### src/hdl/mlrd_pkg.sv
// Shared constants, codes and the queue entry type of the record deframer.
package mlrd_pkg;

    localparam int HDR_LEN = 8;
    localparam int QDEPTH  = 4;
    localparam int QPTR_W  = $clog2(QDEPTH);

    localparam logic [7:0] MAGIC_HI = 8'hA5;
    localparam logic [7:0] MAGIC_LO = 8'h5A;

    // Result kinds.
    localparam logic [1:0] K_BYTE   = 2'd0;
    localparam logic [1:0] K_FINISH = 2'd1;
    localparam logic [1:0] K_ERROR  = 2'd2;

    // Error codes.
    localparam logic [2:0] E_NONE        = 3'd0;
    localparam logic [2:0] E_EMPTY       = 3'd1;
    localparam logic [2:0] E_MAGIC_START = 3'd2;
    localparam logic [2:0] E_MAGIC_LATER = 3'd3;
    localparam logic [2:0] E_LENGTH      = 3'd4;

    // One queue entry: up to eight record bytes, then an optional closing result.
    // A tail kind of K_BYTE means that no closing result follows the bytes.
    typedef struct packed {
        logic [3:0]  nbytes;
        logic [63:0] data;
        logic [31:0] index;
        logic        eor;
        logic [1:0]  tail_kind;
        logic [2:0]  code;
        logic [31:0] offset;
        logic [31:0] count;
    } t_qent;

endpackage

### src/hdl/mlrd_front.sv
// Front end: accepts requests, tracks the framing state and queues result work.
module mlrd_front import mlrd_pkg::*; (
    input  logic        i_clk,
    input  logic        i_rst_n,
    input  logic [31:0] i_total_length,
    input  logic        i_valid,
    input  logic        i_cmd,
    input  logic [7:0]  i_data_byte,
    input  logic        i_q_full,
    output logic        o_push,
    output t_qent       o_ent
);

    localparam logic [1:0] PH_IDLE   = 2'd0;
    localparam logic [1:0] PH_HEADER = 2'd1;
    localparam logic [1:0] PH_BODY   = 2'd2;
    localparam logic [1:0] PH_DONE   = 2'd3;

    logic [1:0]  r_phase,  n_phase;
    logic [31:0] r_offset, n_offset;
    logic [31:0] r_start,  n_start;
    logic [2:0]  r_fill,   n_fill;
    logic [31:0] r_left,   n_left;
    logic [31:0] r_done,   n_done;
    logic [7:0]  r_hdr [0:6];

    logic        w_accept;
    logic [32:0] w_rem_diff;
    logic [31:0] w_rem;
    logic [31:0] w_len;
    logic [31:0] w_off1;
    logic [32:0] w_end_diff;
    logic [7:0]  w_magic;
    logic [2:0]  w_mcode;

    assign w_accept   = i_valid && !i_q_full;
    assign w_rem_diff = {1'b0, i_total_length} - {1'b0, r_start};
    assign w_rem      = (w_rem_diff[32] || (w_rem_diff == '0)) ? '0 : w_rem_diff[31:0];
    assign w_len      = {i_data_byte, r_hdr[6], r_hdr[5], r_hdr[4]};
    assign w_off1     = r_offset + 32'd1;
    assign w_end_diff = {1'b0, i_total_length} - {1'b0, w_off1};
    assign w_magic    = r_fill[1] ? MAGIC_LO : MAGIC_HI;
    assign w_mcode    = (r_start == '0) ? E_MAGIC_START : E_MAGIC_LATER;

    always_comb begin
        n_phase  = r_phase;
        n_offset = r_offset;
        n_start  = r_start;
        n_fill   = r_fill;
        n_left   = r_left;
        n_done   = r_done;
        o_push   = 1'b0;
        o_ent    = '0;
        if (w_accept) begin
            if (i_cmd) begin
                n_offset = '0;
                n_start  = '0;
                n_fill   = '0;
                n_left   = '0;
                n_done   = '0;
                n_phase  = PH_HEADER;
                if (i_total_length == '0) begin
                    o_push          = 1'b1;
                    o_ent.tail_kind = K_ERROR;
                    o_ent.code      = E_EMPTY;
                    n_phase         = PH_DONE;
                end else if (i_total_length < 32'(HDR_LEN)) begin
                    o_push          = 1'b1;
                    o_ent.tail_kind = K_ERROR;
                    o_ent.code      = E_MAGIC_START;
                    n_phase         = PH_DONE;
                end
            end else begin
                case (r_phase)
                    PH_HEADER: begin
                        n_fill   = r_fill + 3'd1;
                        n_offset = w_off1;
                        o_ent.count  = r_done;
                        o_ent.offset = r_start;
                        if (!r_fill[2] && (i_data_byte != w_magic)) begin
                            o_push          = 1'b1;
                            o_ent.tail_kind = K_ERROR;
                            o_ent.code      = w_mcode;
                            n_phase         = PH_DONE;
                        end else if (r_fill == 3'd7) begin
                            o_push = 1'b1;
                            if (w_rem < 32'(HDR_LEN)) begin
                                o_ent.tail_kind = K_ERROR;
                                o_ent.code      = w_mcode;
                                n_phase         = PH_DONE;
                            end else if ((w_len <= 32'(HDR_LEN)) || (w_len > w_rem)) begin
                                o_ent.tail_kind = K_ERROR;
                                o_ent.code      = E_LENGTH;
                                n_phase         = PH_DONE;
                            end else begin
                                // Header is good: release all eight bytes at once.
                                o_ent.nbytes = 4'(HDR_LEN);
                                o_ent.data   = {i_data_byte, r_hdr[6], r_hdr[5], r_hdr[4],
                                                r_hdr[3], r_hdr[2], r_hdr[1], r_hdr[0]};
                                o_ent.index  = r_done;
                                o_ent.offset = '0;
                                o_ent.count  = '0;
                                n_left       = w_len - 32'(HDR_LEN);
                                n_fill       = '0;
                                n_phase      = PH_BODY;
                            end
                        end
                    end
                    PH_BODY: begin
                        n_offset     = w_off1;
                        n_left       = r_left - 32'd1;
                        o_push       = 1'b1;
                        o_ent.nbytes = 4'd1;
                        o_ent.data   = {56'd0, i_data_byte};
                        o_ent.index  = r_done;
                        if (r_left == 32'd1) begin
                            o_ent.eor   = 1'b1;
                            o_ent.count = r_done + 32'd1;
                            n_done      = r_done + 32'd1;
                            n_fill      = '0;
                            if (w_end_diff[32] || (w_end_diff == '0)) begin
                                o_ent.tail_kind = K_FINISH;
                                n_phase         = PH_DONE;
                            end else if (w_end_diff < 33'(HDR_LEN)) begin
                                o_ent.tail_kind = K_ERROR;
                                o_ent.code      = (w_off1 == '0) ? E_MAGIC_START
                                                                 : E_MAGIC_LATER;
                                o_ent.offset    = w_off1;
                                n_phase         = PH_DONE;
                            end else begin
                                n_start = w_off1;
                                n_phase = PH_HEADER;
                            end
                        end
                    end
                    default: begin
                    end
                endcase
            end
        end
    end

    always_ff @(posedge i_clk) begin
        if (!i_rst_n) begin
            r_phase  <= PH_IDLE;
            r_offset <= '0;
            r_start  <= '0;
            r_fill   <= '0;
            r_left   <= '0;
            r_done   <= '0;
        end else begin
            r_phase  <= n_phase;
            r_offset <= n_offset;
            r_start  <= n_start;
            r_fill   <= n_fill;
            r_left   <= n_left;
            r_done   <= n_done;
        end
    end

    always_ff @(posedge i_clk) begin
        if (w_accept && !i_cmd && (r_phase == PH_HEADER) && (r_fill != 3'd7)) begin
            r_hdr[r_fill] <= i_data_byte;
        end
    end

    // A record body always has at least one byte still to come.
    a_body_left: assert property (@(posedge i_clk) disable iff (!i_rst_n)
        (r_phase == PH_BODY) |-> (r_left != '0))
        else $error("body phase with no bytes left");

endmodule

### src/hdl/mlrd_queue.sv
// Short queue of work entries between the front end and the result sequencer.
module mlrd_queue import mlrd_pkg::*; (
    input  logic  i_clk,
    input  logic  i_rst_n,
    input  logic  i_push,
    input  t_qent i_ent,
    input  logic  i_pop,
    output logic  o_full,
    output logic  o_valid,
    output t_qent o_head
);

    t_qent             r_mem [0:QDEPTH-1];
    logic [QPTR_W-1:0] r_wp, r_rp;
    logic [QPTR_W:0]   r_cnt;
    logic              w_do_pop;

    assign o_full   = (r_cnt == (QPTR_W+1)'(QDEPTH));
    assign o_valid  = (r_cnt != '0);
    assign o_head   = r_mem[r_rp];
    assign w_do_pop = i_pop && o_valid;

    always_ff @(posedge i_clk) begin
        if (!i_rst_n) begin
            r_wp  <= '0;
            r_rp  <= '0;
            r_cnt <= '0;
        end else begin
            if (i_push) begin
                r_wp <= (r_wp == QPTR_W'(QDEPTH - 1)) ? '0 : r_wp + 1'b1;
            end
            if (w_do_pop) begin
                r_rp <= (r_rp == QPTR_W'(QDEPTH - 1)) ? '0 : r_rp + 1'b1;
            end
            if (i_push && !w_do_pop) begin
                r_cnt <= r_cnt + 1'b1;
            end else if (!i_push && w_do_pop) begin
                r_cnt <= r_cnt - 1'b1;
            end
        end
    end

    always_ff @(posedge i_clk) begin
        if (i_push) begin
            r_mem[r_wp] <= i_ent;
        end
    end

    a_no_overflow: assert property (@(posedge i_clk) disable iff (!i_rst_n)
        i_push |-> !o_full)
        else $error("push into a full queue");

    a_cnt_range: assert property (@(posedge i_clk) disable iff (!i_rst_n)
        r_cnt <= (QPTR_W+1)'(QDEPTH))
        else $error("queue count out of range");

endmodule

### src/hdl/mlrd_back.sv
// Back end: expands queue entries into result items and holds the output register.
module mlrd_back import mlrd_pkg::*; (
    input  logic        i_clk,
    input  logic        i_rst_n,
    input  logic        i_q_valid,
    input  t_qent       i_q_head,
    output logic        o_pop,
    output logic        o_out_valid,
    input  logic        i_out_stall,
    output logic [1:0]  o_kind,
    output logic [7:0]  o_record_byte,
    output logic [31:0] o_record_index,
    output logic        o_end_of_record,
    output logic [2:0]  o_error_code,
    output logic [31:0] o_error_offset,
    output logic [31:0] o_record_count,
    output logic        o_last_result
);

    logic        r_cur_valid;
    t_qent       r_cur;
    logic [3:0]  r_step;

    logic        w_free;
    logic        w_has_tail;
    logic        w_is_byte;
    logic        w_last;
    logic        w_emit;
    logic        w_fetch;

    assign w_free     = !o_out_valid || !i_out_stall;
    assign w_has_tail = (r_cur.tail_kind != K_BYTE);
    assign w_is_byte  = (r_step < r_cur.nbytes);
    assign w_last     = w_is_byte ? ((r_step == (r_cur.nbytes - 4'd1)) && !w_has_tail) : 1'b1;
    assign w_emit     = r_cur_valid && w_free;
    assign w_fetch    = !r_cur_valid || (w_emit && w_last);
    assign o_pop      = w_fetch && i_q_valid;

    always_ff @(posedge i_clk) begin
        if (!i_rst_n) begin
            r_cur_valid <= 1'b0;
            r_step      <= '0;
            o_out_valid <= 1'b0;
        end else begin
            if (w_fetch) begin
                r_cur_valid <= i_q_valid;
                r_step      <= '0;
            end else if (w_emit) begin
                r_step <= r_step + 4'd1;
            end
            if (w_emit) begin
                o_out_valid <= 1'b1;
            end else if (w_free) begin
                o_out_valid <= 1'b0;
            end
        end
    end

    always_ff @(posedge i_clk) begin
        if (w_fetch) begin
            r_cur <= i_q_head;
        end
    end

    always_ff @(posedge i_clk) begin
        if (w_emit) begin
            o_last_result <= w_last;
            if (w_is_byte) begin
                o_kind          <= K_BYTE;
                o_record_byte   <= r_cur.data[r_step[2:0]*8 +: 8];
                o_record_index  <= r_cur.index;
                o_end_of_record <= r_cur.eor;
                o_error_code    <= E_NONE;
                o_error_offset  <= '0;
                o_record_count  <= '0;
            end else begin
                o_kind          <= r_cur.tail_kind;
                o_record_byte   <= '0;
                o_record_index  <= '0;
                o_end_of_record <= 1'b0;
                o_error_code    <= r_cur.code;
                o_error_offset  <= r_cur.offset;
                o_record_count  <= r_cur.count;
            end
        end
    end

    // The step counter never runs past the closing result of an entry.
    a_step_range: assert property (@(posedge i_clk) disable iff (!i_rst_n)
        r_cur_valid |-> (r_step <= r_cur.nbytes))
        else $error("result step past end of entry");

endmodule

### src/hdl/magic_length_record_deframer.sv
// Top level of the magic and length prefixed record deframer.
//
// Usage: load total_length through i_cfg_wr_en / i_cfg_wr_data while the block
// is idle, then send a start request (i_cmd = 1) followed by the stream bytes
// (i_cmd = 0). A request is taken on a clock edge where i_in_valid is high and
// o_in_stall is low; a result is taken where o_out_valid is high and i_out_stall
// is low. Each record's eight header bytes are held back until the header has
// been checked, then released as eight results; body bytes pass one per request.
// A finished or error result closes the stream, and o_last_result marks the
// final result produced by each request.
//
// A request's results are queued as a work entry, loaded into the back end and
// then registered at the output. Throughput: one request per cycle while the
// queue is not full, one result per cycle while the receiver does not stall.
// A good header expands into eight results, so the four-entry work queue fills
// in that burst and o_in_stall rises; the back end's single result port sets the rate.
// Reset (synchronous, active low) empties the queue and output register, returns
// the framer to idle and clears total_length. When the receiver stalls, the held
// result stays put, the queue fills, and then requests are stalled in turn.
module magic_length_record_deframer import mlrd_pkg::*; (
    input  logic        i_clk,
    input  logic        i_rst_n,
    input  logic        i_cfg_wr_en,
    input  logic [31:0] i_cfg_wr_data,
    input  logic        i_in_valid,
    output logic        o_in_stall,
    input  logic        i_cmd,
    input  logic [7:0]  i_data_byte,
    output logic        o_out_valid,
    input  logic        i_out_stall,
    output logic [1:0]  o_kind,
    output logic [7:0]  o_record_byte,
    output logic [31:0] o_record_index,
    output logic        o_end_of_record,
    output logic [2:0]  o_error_code,
    output logic [31:0] o_error_offset,
    output logic [31:0] o_record_count,
    output logic        o_last_result
);

    logic [31:0] r_total_length;
    logic        w_push;
    t_qent       w_push_ent;
    logic        w_q_full;
    logic        w_q_valid;
    t_qent       w_q_head;
    logic        w_pop;

    // The buffer length register; the user must write it only between streams, which the block does not enforce.
    always_ff @(posedge i_clk) begin
        if (!i_rst_n) begin
            r_total_length <= '0;
        end else if (i_cfg_wr_en) begin
            r_total_length <= i_cfg_wr_data;
        end
    end

    // Requests are held off only while the work queue is full.
    assign o_in_stall = w_q_full;

    mlrd_front u_front (
        .i_clk          (i_clk),
        .i_rst_n        (i_rst_n),
        .i_total_length (r_total_length),
        .i_valid        (i_in_valid),
        .i_cmd          (i_cmd),
        .i_data_byte    (i_data_byte),
        .i_q_full       (w_q_full),
        .o_push         (w_push),
        .o_ent          (w_push_ent)
    );

    mlrd_queue u_queue (
        .i_clk   (i_clk),
        .i_rst_n (i_rst_n),
        .i_push  (w_push),
        .i_ent   (w_push_ent),
        .i_pop   (w_pop),
        .o_full  (w_q_full),
        .o_valid (w_q_valid),
        .o_head  (w_q_head)
    );

    mlrd_back u_back (
        .i_clk           (i_clk),
        .i_rst_n         (i_rst_n),
        .i_q_valid       (w_q_valid),
        .i_q_head        (w_q_head),
        .o_pop           (w_pop),
        .o_out_valid     (o_out_valid),
        .i_out_stall     (i_out_stall),
        .o_kind          (o_kind),
        .o_record_byte   (o_record_byte),
        .o_record_index  (o_record_index),
        .o_end_of_record (o_end_of_record),
        .o_error_code    (o_error_code),
        .o_error_offset  (o_error_offset),
        .o_record_count  (o_record_count),
        .o_last_result   (o_last_result)
    );

endmodule
### config.mk
export PLATFORM = sky130hd
export DESIGN_NAME = magic_length_record_deframer
export DESIGN_NICKNAME = d
export VERILOG_FILES = /design/src/hdl/mlrd_pkg.sv /design/src/hdl/mlrd_front.sv /design/src/hdl/mlrd_queue.sv /design/src/hdl/mlrd_back.sv /design/src/hdl/magic_length_record_deframer.sv
export SDC_FILE = /design/constraint.sdc
export NUM_CORES = 2
export LEC_CHECK = 0
export BUFFER_PORTS_ARGS = -buffer_cell sky130_fd_sc_hd__clkbuf_2
export CAP_MARGIN = 20
export CORE_MARGIN = 2
export CORE_UTILIZATION = 50
export DETAILED_ROUTE_END_ITERATION = 10
export HOLD_SLACK_MARGIN = 0.02
export PLACE_DENSITY_LB_ADDON = 0.15
export SYNTH_ARGS = -nofsm -noshare
export SYNTH_HDL_FRONTEND = slang
export SYNTH_SLANG_ARGS = --single-unit
### constraint.sdc
create_clock -name i_clk -period 14.5 [get_ports i_clk]
set_clock_uncertainty 0.05 [all_clocks]
set_input_delay 0 -clock i_clk [delete_from_list [all_inputs] [get_ports i_clk]]
set_output_delay 0 -clock i_clk [all_outputs]
set_load 0.1 [all_outputs]
==> out/metrics.yaml <==
logic_synthesis:
  syn_area_per_cell_um2: 14.4
  ys.flop_type: "edfxtp_1"
  syn_area_mm2: 0.0518
  synth_commonest_cells: "1007 x edfxtp_1, 280 x nor2_1, 203 x and2_1"
  synth.distinct_cells: 96
  ys_seq_elements: 1185
  synthArstFlopShare: 0
  yosys_warnings: 0
  seq_area_frac_synth: 0.652
  synth_fp_nets: 3775
  postSynthCellCount: 3612
  synth_most_common_cell: "edfxtp_1"
  synth_top_area_frac: 0.583
  netlist_top_cells_area: "edfxtp_1 58%, mux4_2 8.0%, dfxtp_1 6.9%, ha_1 2.8%, and2_1 2.4%"
  synth_top_area_cell: "edfxtp_1"
  synth_enable_flop_cells: 1007
setup_path:
  critPathBufInv: 3
  cp-end-kind: "register"
  crit_slowest_cell: "buf_4"
  crit_fanout: 52
  slowest_delay_ns: 0.71
  r2r_start: "u_front.r_start[9]"
  worstSetupPathType: "register to register"
  crit_family: "compound AO/OA/AOI/OAI gates"
  r2r-end: "u_queue.r_mem[2][6]"
  rrSetupSlack_ns: 6.67
  arrival_ns: 8.18
  worstRegToRegCells: 27
  crit_required_ns: 14.85
  cp-start-kind: "register"
finish:
  drive_above_1_share: 0.169
  fillers: 8116
  multi_input_area_mm2: 0.0170
  nets: 3969
  seqCellArea_mm2: 0.0338
  stdcell_area_mm2: 0.0587
  areaGrowthSynthToFinish_pct: 13.3
  fin_util: 0.569
  fin_cells: 5293
timing:
  fin_tns_setup_ns: 0
  min_period_over_period: 0.540
  fmax_mhz: 128
  tightest_slew_ns: 1.18
  final_hold_viol_count: 0
  slew_violations: 0
  fin_crit_ns: 7.83
  setup_viol: 0
  rsz0062_at_grt: "no"
  relSlewSlack: 0.212
placed_design:
  port_buffers: 158
  placed_area_mm2: 0.0540
  dpl.cell_count: 4995
  gp_congestion: 0.928
  hpwl_um: 80700
grt:
  grt_max_degree: 118
  overflow: 0
  grt_pass1_wl_um: 189000
  antenna_found_initial: 4
  gr-usage-all-layers: 0.233
  grt_pass1_vias: 30433
clock_network:
  cts_tree: "done"
  cts_post_setup_buffers_inserted: 0
  h-tree-depth: 3
  cts.sinks: 1185
  cts-root-buf: "clkbuf_16"
  insertion_delay_ns: 0.75
  clk_pin_slew_ns: 0.06
  cts.path.max_buffers: 3
  cts_buffers: 118
detailed_routing:
  first_pass_iters: 5
  wl_per_cell_um: 23.5
  ant_nets: 0
  vias: 31216
  drtIter0Drc: 3161
  drc: 0
  wl_um: 125000
  vias_per_cell: 5.90
outcome:
  status: "finished clean"
die:
  die_x_um: 326
  start_util: 0.502
  die_area_mm2: 0.106
  ios: 159
  coreArea_mm2: 0.103
  dieHeight_um: 326
  rows: 118
pwr:
  peakVddDrop_v: 0.000193
  power_density_mw_per_mm2: 175
  p_leak_nw: 19.9
min_path:
  holdPathEnd: "r_total_length[30]"
  min_path_cells: 4
  hold_start: "i_cfg_wr_data[30]"
  hold_path.class: "input port to register"
flow_run:
  maxCapViolations: 0
## power breakdown
part	internal (W)	total, W	leakage [nW]	switching, W
Sequential	0.00430	0.00450	10.6	0.000206
Combinational	0.000774	0.00268	7.27	0.00191
Clock	0.00181	0.00311	1.96	0.00130
Total	0.00688	0.0103	19.9	0.00342
## worst max-delay path by stage
stage,end,depth (start not counted),startpoint,slack [ns]
final,u_queue.r_mem[2][6],27,u_front.r_start[9],6.67
after global routing,u_queue.r_mem[2][6],27,u_front.r_start[9],6.28
after CTS,u_queue.r_mem[1][8],26,u_front.r_start[9],6.40
after detailed placement,u_queue.r_mem[1][8],26,u_front.r_start[9],6.41
after global placement,u_queue.r_mem[1][14],26,u_front.r_start[9],6.52
after floorplan,u_queue.r_mem[0][0],6,u_queue.r_cnt[0],7.84
## worst min-delay path, delay by kind of cell
| family | cells | cell delay, ns |
|---|---|---|
| buffers and inverters | 2 | 0.64 |
| multiplexers | 1 | 0.06 |
| AND/OR/NAND/NOR | 1 | 0.08 |
## repair_timing
action | CTS | global route
endpoints found under the hold margin | 168 | 14
gates resized for setup | 0 | 0
hold buffers | 68 | 1
## metal layers
layer	share of wire	GRT usage	vias up
met4	0.024	0.0637	6
met5	0.00030	0	-
li1	-	-	14316
met2	0.48	0.377	962
met1	0.44	0.330	15747
met3	0.056	0.0352	185
## per-stage QoR
stage | hold slack [ns] | worst slack (ns) | total power, W
after floorplan | 0.0489 | 7.84 | 0.00670
after global placement | 0.188 | 6.52 | 0.00727
after detailed placement | 0.192 | 6.41 | 0.00728
after CTS | 0.0204 | 6.40 | 0.0104
after global routing | 0.0986 | 6.28 | 0.0107
final | 0.0691 | 6.67 | 0.0103
## layout make-up
| class | instances | share of cell area |
|---|---|---|
| multi-input cells | 2156 | 0.290 |
| flip-flops and latches | 1185 | 0.576 |
| inverters | 73 | 0.00471 |
| well taps | 1380 | 0.0294 |
| clock inverters | 47 | 0.0109 |
| repair buffers | 272 | 0.0317 |
| diodes | 1 | 0.0000426 |
| clock buffers | 179 | 0.0579 |
## cells in the final DEF, fill, tap and decap left out, types with 22 or more instances in the layout
master,netlist,layout
a211oi_1,22,22
a21o_1,39,38
a21oi_1,180,178
a31oi_1,35,35
and2_1,203,198
and3_1,52,52
buf_4,2,42
clkbuf_1,143,40
clkbuf_16,0,119
clkbuf_2,0,158
dfxtp_1,178,176
dlygate4sd3_1,0,69
edfxtp_1,1007,1007
ha_1,114,113
inv_1,72,72
mux2i_1,69,69
mux4_2,184,184
nand2_1,194,193
nand2b_1,22,22
nand3_1,75,75
nand4_1,43,43
nor2_1,280,275
nor3_1,69,67
nor4_1,35,35
o21ai_0,104,104
o22ai_2,29,29
o2bb2ai_1,28,28
or3_1,24,24
xnor2_1,54,54
xor2_1,59,59
## sequential cells by signal, summed over array words and instances, names as in the netlist, 4 cells and up
register / count
r_total_length: 32
u_back.o_error_offset: 32
u_back.o_record_byte: 8
u_back.o_record_count: 32
u_back.o_record_index: 32
u_back.r_cur: 168
u_back.r_step: 4
u_front.r_done: 32
u_front.r_hdr: 56
u_front.r_left: 32
u_front.r_offset: 32
u_front.r_start: 32
u_queue.r_mem: 672
## cells by family (layout without fill, tap and decap cells)
| family | count (synthesis) | after routing | share of synthesized area |
|---|---|---|---|
| compound gates | 602 | 602 | 0.0798 |
| xor+xnor | 113 | 113 | 0.0191 |
| buf+inv | 271 | 571 | 0.0213 |
| fa+ha+maj | 117 | 117 | 0.0287 |
| mux | 255 | 255 | 0.0937 |
| simple gates | 1069 | 1069 | 0.105 |
| other cells | 0 | 1 | 0 |
| flops | 1185 | 1185 | 0.652 |
Note: power is estimated with default switching activity, not from simulation.
